--- src/rtl/core/lgge_pkg.sv ---
// Shared types and constants for the life grid generation engine.
// No dependencies; every other file in rtl/core but lgge_rsp_if refers to this package.
package lgge_pkg;

	localparam int GRID_SIZE_DEFAULT = 16;

	localparam int CMD_W   = 2;
	localparam int INDEX_W = 4;
	localparam int COUNT_W = 4;

	typedef enum logic [CMD_W-1:0] {
		CMD_WRITE   = 2'd0,
		CMD_READ    = 2'd1,
		CMD_ADVANCE = 2'd2,
		CMD_UNUSED  = 2'd3
	} command_t;

	localparam logic [COUNT_W-1:0] BIRTH_COUNT = 4'd3;
	localparam logic [COUNT_W-1:0] SURVIVE_LOW = 4'd2;

	// Control that the sequencer hands to every row cell.
	typedef struct packed {
		logic shift;
		logic wr;
		logic wr_val;
	} cell_ctrl_t;

endpackage

--- src/rtl/core/lgge_cmd_if.sv ---
// Request channel of the life grid generation engine: valid/ready plus command payload.
// Depends on lgge_pkg for field widths.
interface lgge_cmd_if;
	logic                          valid;
	logic                          ready;
	logic [lgge_pkg::CMD_W-1:0]    command;
	logic [lgge_pkg::INDEX_W-1:0]  row;
	logic [lgge_pkg::INDEX_W-1:0]  column;
	logic                          cell_value;

	modport source (output valid, command, row, column, cell_value, input ready);
	modport sink   (input valid, command, row, column, cell_value, output ready);
endinterface

--- src/rtl/core/lgge_rsp_if.sv ---
// Response channel of the life grid generation engine: valid/ready plus read data.
// No package dependencies.
interface lgge_rsp_if;
	logic valid;
	logic ready;
	logic read_value;

	modport source (output valid, read_value, input ready);
	modport sink   (input valid, read_value, output ready);
endinterface

--- src/rtl/core/life_grid_generation_engine.sv ---
// Life grid generation engine: a GRID_SIZE x GRID_SIZE grid of one-bit cells under B3/S23.
//
// Channel cmd takes requests: write a cell, read a cell, or advance one generation.
// Channel rsp returns one read_value for every read request, in request order.
// A read result is registered and shows on rsp the cycle after the request is accepted.
// An advance holds cmd.ready low while its sweep runs: the rows form a chain of row
// cells that shifts one row per cycle past a single row update unit, so the sweep
// length is set by the number of rows.
// Out-of-range indexes: a write is dropped and a
// read returns 0. Command 3 is accepted and dropped.
// Reset (arst_n low) clears every cell to dead and empties the response register.
// When rsp stalls, the held result stays in its register; a new request is still
// taken in the cycle the receiver takes the held result, otherwise cmd.ready drops.
// Depends on lgge_pkg, lgge_cmd_if, lgge_rsp_if, lgge_row_cell and lgge_rule.
module life_grid_generation_engine #(
	parameter int GRID_SIZE = lgge_pkg::GRID_SIZE_DEFAULT
) (
	input  logic      clk,
	input  logic      arst_n,
	lgge_cmd_if.sink  cmd,
	lgge_rsp_if.source rsp
);

	localparam int IW = $clog2(GRID_SIZE);

	logic [GRID_SIZE-1:0] rows [GRID_SIZE];
	logic [GRID_SIZE-1:0] new_row;
	logic [GRID_SIZE-1:0] below_row;
	logic [GRID_SIZE-1:0] prev_q;
	logic [GRID_SIZE-1:0] col_sel;
	logic [IW-1:0]        step_q;
	logic [IW-1:0]        ridx, cidx;
	logic                 busy_q, last_step, in_grid, accept;
	logic                 rsp_valid_q, rsp_data_q;
	lgge_pkg::cell_ctrl_t ctrl;

	assign in_grid  = (int'(cmd.row) < GRID_SIZE) && (int'(cmd.column) < GRID_SIZE);
	assign ridx     = IW'(cmd.row);
	assign cidx     = IW'(cmd.column);
	assign cmd.ready = !busy_q && (!rsp_valid_q || rsp.ready);
	assign accept   = cmd.valid && cmd.ready;
	assign last_step = (step_q == IW'(GRID_SIZE - 1));

	always_comb begin
		for (int j = 0; j < GRID_SIZE; j++) begin
			col_sel[j] = (cidx == IW'(j));
		end
	end

	assign ctrl.shift  = busy_q;
	assign ctrl.wr     = accept && in_grid && (cmd.command == lgge_pkg::CMD_WRITE);
	assign ctrl.wr_val = cmd.cell_value;

	// The head row is the one being updated; the row below it is dead past the bottom edge.
	assign below_row = last_step ? '0 : rows[1];

	lgge_rule #(.WIDTH(GRID_SIZE)) u_rule (
		.above (prev_q),
		.mid   (rows[0]),
		.below (below_row),
		.next  (new_row)
	);

	for (genvar i = 0; i < GRID_SIZE; i++) begin : g_row
		logic [GRID_SIZE-1:0] shift_in;
		if (i == GRID_SIZE - 1) begin : g_tail
			assign shift_in = new_row;
		end else begin : g_body
			assign shift_in = rows[i+1];
		end
		lgge_row_cell #(.WIDTH(GRID_SIZE)) u_cell (
			.clk      (clk),
			.arst_n   (arst_n),
			.ctrl     (ctrl),
			.sel      (ridx == IW'(i)),
			.col_sel  (col_sel),
			.shift_in (shift_in),
			.bits     (rows[i])
		);
	end

	// Advance sequencer: one row per cycle, the old head row kept as the next row's above.
	always_ff @(posedge clk or negedge arst_n) begin
		if (!arst_n) begin
			busy_q <= 1'b0;
			step_q <= '0;
			prev_q <= '0;
		end else if (busy_q) begin
			prev_q <= rows[0];
			step_q <= step_q + 1'b1;
			if (last_step) begin
				busy_q <= 1'b0;
				step_q <= '0;
			end
		end else if (accept && cmd.command == lgge_pkg::CMD_ADVANCE) begin
			busy_q <= 1'b1;
			step_q <= '0;
			prev_q <= '0;
		end
	end

	always_ff @(posedge clk or negedge arst_n) begin
		if (!arst_n) begin
			rsp_valid_q <= 1'b0;
		end else if (accept && cmd.command == lgge_pkg::CMD_READ) begin
			rsp_valid_q <= 1'b1;
		end else if (rsp.ready) begin
			rsp_valid_q <= 1'b0;
		end
	end

	always_ff @(posedge clk) begin
		if (accept && cmd.command == lgge_pkg::CMD_READ) begin
			rsp_data_q <= in_grid ? rows[ridx][cidx] : 1'b0;
		end
	end

	assign rsp.valid      = rsp_valid_q;
	assign rsp.read_value = rsp_data_q;

	a_no_accept_busy: assert property (@(posedge clk) disable iff (!arst_n)
		busy_q |-> !accept)
		else $error("request accepted during advance sweep");

	a_read_result: assert property (@(posedge clk) disable iff (!arst_n)
		(accept && cmd.command == lgge_pkg::CMD_READ) |=> rsp.valid)
		else $error("read request gave no result");

	a_advance_start: assert property (@(posedge clk) disable iff (!arst_n)
		(accept && cmd.command == lgge_pkg::CMD_ADVANCE) |=> (busy_q && step_q == '0))
		else $error("advance did not start sweep");

	a_sweep_end: assert property (@(posedge clk) disable iff (!arst_n)
		(busy_q && last_step) |=> !busy_q)
		else $error("sweep overran the last row");

endmodule

--- src/rtl/core/lgge_row_cell.sv ---
// One row of the grid: a register that loads from its neighbor during a sweep
// and takes single-bit writes otherwise. Depends on lgge_pkg.
module lgge_row_cell #(
	parameter int WIDTH = lgge_pkg::GRID_SIZE_DEFAULT
) (
	input  logic                  clk,
	input  logic                  arst_n,
	input  lgge_pkg::cell_ctrl_t  ctrl,
	input  logic                  sel,
	input  logic [WIDTH-1:0]      col_sel,
	input  logic [WIDTH-1:0]      shift_in,
	output logic [WIDTH-1:0]      bits
);

	logic [WIDTH-1:0] bits_q;

	always_ff @(posedge clk or negedge arst_n) begin
		if (!arst_n) begin
			bits_q <= '0;
		end else if (ctrl.shift) begin
			bits_q <= shift_in;
		end else if (ctrl.wr && sel) begin
			for (int j = 0; j < WIDTH; j++) begin
				if (col_sel[j]) begin
					bits_q[j] <= ctrl.wr_val;
				end
			end
		end
	end

	assign bits = bits_q;

endmodule

--- src/rtl/core/lgge_rule.sv ---
// B3/S23 update of one row from the old rows above, at and below it.
// Columns beyond the edge count as dead. Depends on lgge_pkg.
module lgge_rule #(
	parameter int WIDTH = lgge_pkg::GRID_SIZE_DEFAULT
) (
	input  logic [WIDTH-1:0] above,
	input  logic [WIDTH-1:0] mid,
	input  logic [WIDTH-1:0] below,
	output logic [WIDTH-1:0] next
);

	localparam int CW = lgge_pkg::COUNT_W;

	logic [WIDTH+1:0] above_p, mid_p, below_p;

	assign above_p = {1'b0, above, 1'b0};
	assign mid_p   = {1'b0, mid, 1'b0};
	assign below_p = {1'b0, below, 1'b0};

	always_comb begin
		logic [CW-1:0] n;
		for (int j = 0; j < WIDTH; j++) begin
			n = CW'(above_p[j]) + CW'(above_p[j+1])
				+ CW'(above_p[j+2]) + CW'(mid_p[j])
				+ CW'(mid_p[j+2]) + CW'(below_p[j])
				+ CW'(below_p[j+1]) + CW'(below_p[j+2]);
			next[j] = (n == lgge_pkg::BIRTH_COUNT) || (mid[j] && n == lgge_pkg::SURVIVE_LOW);
		end
	end

endmodule

--- src/flat_wrapper.sv ---
// flat-port wrapper written by rule: the top's interface ports become plain ports
module life_grid_generation_engine_flat 
#(
	parameter int GRID_SIZE = lgge_pkg::GRID_SIZE_DEFAULT
)
  (clk, arst_n, cmd_valid, cmd_command, cmd_row, cmd_column, cmd_cell_value, cmd_ready, rsp_valid, rsp_read_value, rsp_ready);
  lgge_cmd_if cmd_i ();
  lgge_rsp_if rsp_i ();
  input  logic clk;
  input  logic arst_n;
  input wire logic [$bits(cmd_i.valid)-1:0] cmd_valid;
  input wire logic [$bits(cmd_i.command)-1:0] cmd_command;
  input wire logic [$bits(cmd_i.row)-1:0] cmd_row;
  input wire logic [$bits(cmd_i.column)-1:0] cmd_column;
  input wire logic [$bits(cmd_i.cell_value)-1:0] cmd_cell_value;
  output wire logic [$bits(cmd_i.ready)-1:0] cmd_ready;
  output wire logic [$bits(rsp_i.valid)-1:0] rsp_valid;
  output wire logic [$bits(rsp_i.read_value)-1:0] rsp_read_value;
  input wire logic [$bits(rsp_i.ready)-1:0] rsp_ready;
  assign cmd_i.valid = cmd_valid;
  assign cmd_i.command = cmd_command;
  assign cmd_i.row = cmd_row;
  assign cmd_i.column = cmd_column;
  assign cmd_i.cell_value = cmd_cell_value;
  assign cmd_ready = cmd_i.ready;
  assign rsp_valid = rsp_i.valid;
  assign rsp_read_value = rsp_i.read_value;
  assign rsp_i.ready = rsp_ready;
  life_grid_generation_engine #(.GRID_SIZE(GRID_SIZE)) u_core (.clk(clk), .arst_n(arst_n), .cmd(cmd_i), .rsp(rsp_i));
endmodule
--- config.mk ---
export PLATFORM = sky130hd
export DESIGN_NAME = life_grid_generation_engine_flat
export DESIGN_NICKNAME = d
export VERILOG_FILES = /design/src/rtl/core/lgge_pkg.sv /design/src/rtl/core/lgge_cmd_if.sv /design/src/rtl/core/lgge_rsp_if.sv /design/src/rtl/core/life_grid_generation_engine.sv /design/src/rtl/core/lgge_row_cell.sv /design/src/rtl/core/lgge_rule.sv /design/src/flat_wrapper.sv
export SDC_FILE = /design/constraint.sdc
export NUM_CORES = 1
export LEC_CHECK = 0
export BUFFER_PORTS_ARGS = -buffer_cell sky130_fd_sc_hd__buf_2
export CORE_ASPECT_RATIO = 1.2
export CORE_MARGIN = 3
export CORE_UTILIZATION = 25
export DETAILED_ROUTE_END_ITERATION = 8
export GPL_ROUTABILITY_DRIVEN = 0
export HOLD_SLACK_MARGIN = 0.08
export PLACE_DENSITY = 0.41
export SYNTH_ARGS = -nofsm -noshare
export SYNTH_HDL_FRONTEND = slang
export SYNTH_HIERARCHICAL = 1
export SYNTH_SLANG_ARGS = --single-unit
--- constraint.sdc ---
create_clock -name clk -period 14.35 [get_ports clk]
set_input_delay 2.1525 -clock clk [delete_from_list [all_inputs] [get_ports clk]]
set_output_delay 2.1525 -clock clk [all_outputs]
set_load 0.05 [all_outputs]
==> results.py <==
metrics = {
    "synthesis": {
        "synth.ff_latch_count": 279,
        "ys_seq_area_share_pct": 34.8,
        "ys_warn_count": 6,
        "synth_nets": 2403,
        "synth_cell_type_count": 35,
        "synth_cells": 2283,
        "syn_area_per_cell_sq_um": 8.80,
        "synth_area_sq_mm": 0.0201,
    },
    "setup_path": {
        "crit_path_end_kind": "flop",
        "path_common_cell": "buf_4",
        "cp_data_required_time_ns": 14.62,
        "cp.arrival_ns": 5.64,
        "cpMaxStageDelayCell": "mux4_2",
        "critPathMaxFanout": 28,
        "r2r_cells": 12,
        "path_cells": "buf_4 -> buf_4 -> buf_4 -> mux4_2 -> a22oi_1 -> a21oi_1 -> nor4_1 -> nor3_1 -> or3_1",
        "start_kind": "primary input",
        "worstSetupPathType": "primary input to flop",
        "max_stage_delay_ns": 0.57,
    },
    "timing": {
        "tns_ns": 0,
        "skew_ns": 0.0163,
        "hold_viol_final": 0,
        "whs_ns": 0.513,
        "rsz0062_at_grt": "false",
        "tightest_slew_ns": 1.32,
        "worst_slack_ns": 8.98,
        "setup_viol": 0,
        "drv_slew": 0,
        "fin_crit_sh_pct": 37.4,
        "relSlewSlack_pct": 11.8,
        "layout_min_cycle_time_ns": 5.37,
        "max_freq_ghz": 0.186,
    },
    "clock_tree": {
        "cts.clk_slew.worst_paths_ns": 0.06,
        "cts_hold_buf": 0,
        "cts_resized": 0,
        "cts_num_sinks": 279,
        "cts-root-buf": "clkbuf_16",
        "cts_buffer_depth": 3,
        "numCtsBuffers": 35,
        "cts.htree.levels": 2,
        "clk_latency_ns": 0.54,
        "post_cts_buffers": 0,
        "cts_tree": "built",
    },
    "layout": {
        "finish.utilization_pct": 27.5,
        "final_cell_mix": "294 x a21oi_1, 277 x dfrtp_1, 270 x nand3_1",
        "final_common_cell": "a21oi_1",
        "syn2layout_area_growth_pct": 8.56,
        "layout-drive-gt1-share_pct": 10.6,
        "nNetsFinal": 2289,
        "final_cell_area_sq_mm": 0.0218,
    },
    "drt": {
        "wire_per_inst_um": 20.5,
        "avgViaCountPerCell": 5.29,
        "dr.pass1.iters": 5,
        "vias": 17064,
        "wirelength_um": 66300,
        "dr.first_iter.drc_count": 1580,
        "drc_errors": 0,
        "drtAntennaViolNets": 0,
    },
    "die": {
        "coreArea_sq_mm": 0.0795,
        "rows": 113,
        "io_pins": 18,
        "initial_core_util_pct": 25.3,
        "die-width_um": 265,
        "dieHeight_um": 317,
        "fp.dieArea_sq_mm": 0.0838,
    },
    "hold_path": {
        "hold_depth": 1,
        "min_path_type": "flop to flop",
    },
    "global_route": {
        "grt_overflow": 0,
        "antenna_found_initial": 2,
        "grt_start_max_net_pins": 214,
        "grt_pass1_vias": 16779,
        "grt.total_usage_pct": 15.6,
        "grt_pass1_wl_um": 105000,
    },
    "job": {
        "max-cap-violations": 0,
    },
    "placement": {
        "dpl_cell_area_sq_mm": 0.0207,
        "portBuffers": 17,
        "hpwl_um": 42100,
        "place_ws_ns": 8.36,
    },
    "pwr": {
        "p_leak_nw": 8.84,
        "power_density_mw_per_mm2": 239,
        "peakVddDrop_mv": 0.0881,
    },
    "run_status": {
        "status": "finished clean",
    },
}
==> flip-flops by register name, summed over array words and instances (netlist names) <==
name and count:
u_core/rsp.valid 1, u_core/g_row.u_cell/bits 256, u_core/prev_q 16, u_core/step_q 4, u_core/rsp.read_value 1, u_core/busy_q 1
==> metrics by stage <==
stage,total power (W),cells
5_1_grt,0.00579,3226
6_report,0.00521,3227
4_1_cts,0.00527,3226
3_3_place_gp,0.00415,3167
3_5_place_dp,0.00431,3167
2_1_floorplan,0.00354,2283
==> per-layer routing <==
layer / track usage (%) / share of wire (%) / up-vias
met5: 0 / 0 / -
met4: 4.56 / 2.6 / 0
met3: 2.18 / 4.7 / 105
met2: 25.7 / 48 / 505
met1: 21.4 / 45 / 8580
li1: - / - / 7874
==> worst max-delay path, delay by kind of cell <==
| kind | cells | cell delay [ns] |
|---|---|---|
| buf+inv | 3 | 1.51 |
| simple gates | 3 | 1.05 |
| mux | 1 | 0.57 |
| compound gates | 2 | 0.31 |
==> Yosys cell counts <==
| cell | n | area [sq um] |
|---|---|---|
| fa_1 | 60 | 1200 |
| nor4bb_1 | 1 | 10.0 |
| buf_2 | 55 | 275 |
| or2_2 | 13 | 81.3 |
| buf_6 | 51 | 574 |
| a31oi_1 | 257 | 1610 |
| or3_1 | 2 | 12.5 |
| nor2_1 | 28 | 105 |
| nor4_2 | 1 | 12.5 |
| and2_1 | 17 | 106 |
| o22ai_1 | 3 | 18.8 |
| a21oi_1 | 294 | 1470 |
| nand2b_1 | 8 | 50.1 |
| a211o_1 | 2 | 17.5 |
| nor3b_1 | 2 | 15.0 |
| nor3_1 | 12 | 60.1 |
| mux4_2 | 64 | 1440 |
| edfxtp_1 | 1 | 30.0 |
| nand2_1 | 264 | 991 |
| buf_4 | 17 | 128 |
| a22oi_1 | 32 | 240 |
| a22o_1 | 19 | 166 |
| dfrtp_1 | 278 | 6960 |
| nor4_1 | 4 | 25.0 |
| and4b_1 | 1 | 10.0 |
| nand3_1 | 270 | 1350 |
| inv_1 | 101 | 379 |
| o21ai_0 | 14 | 70.1 |
| buf_1 | 3 | 11.3 |
| and2_4 | 16 | 140 |
| nor2b_1 | 261 | 1630 |
| xor2_1 | 1 | 8.76 |
| ha_1 | 45 | 563 |
| a211oi_1 | 2 | 15.0 |
| clkbuf_1 | 84 | 315 |
==> worst paths after layout <==
check | start | endpoint | slack (ns)
max in group asynchronous | arst_n | u_core/g_row[2].u_cell/bits[6] | 10.44
worst min register to register | u_core/prev_q[0] | u_core/prev_q[0] | 0.51
worst min-delay path | u_core/prev_q[0] | u_core/prev_q[0] | 0.51
min in group asynchronous | arst_n | u_core/prev_q[15] | 1.69
worst max register to register | u_core/step_q[0] | u_core/g_row[15].u_cell/bits[2] | 9.87
worst max-delay path | cmd_row[0] | u_core/rsp.read_value | 8.98
==> cell type report <==
type	count	area, sq um
antenna	1	2.50
clock buffer	54	1050
clock inverter	5	81.3
fill	8385	57600
inverter	101	379
multi-input combinational	1693	11600
sequential	279	6990
tap	1035	1290
timing repair buffer	59	449
==> where the power goes <==
| part | switching, W | total, W | internal (W) | leakage [nW] |
|---|---|---|---|---|
| clock | 0.000371 | 0.000910 | 0.000538 | 0.549 |
| sequential | 0.000377 | 0.00152 | 0.00114 | 2.96 |
| combinational | 0.00151 | 0.00278 | 0.00127 | 5.33 |
| total | 0.00226 | 0.00521 | 0.00295 | 8.84 |
==> logic make-up (layout without fill, tap and decap cells) <==
group                    Yosys count  after routing  share of synthesized area, %
AND/OR/NAND/NOR                  900            900                          22.9
AO/OA/AOI/OAI                    623            623                          18.0
buffers and inverters            311            219                          8.37
flip-flops                       279            279                          34.8
adder cells (fa/ha/maj)          105            105                          8.78
multiplexers                      64             64                          7.17
XOR/XNOR                           1              1                        0.0436
other                              0              1                             0
(Power assumes the default switching activity.)
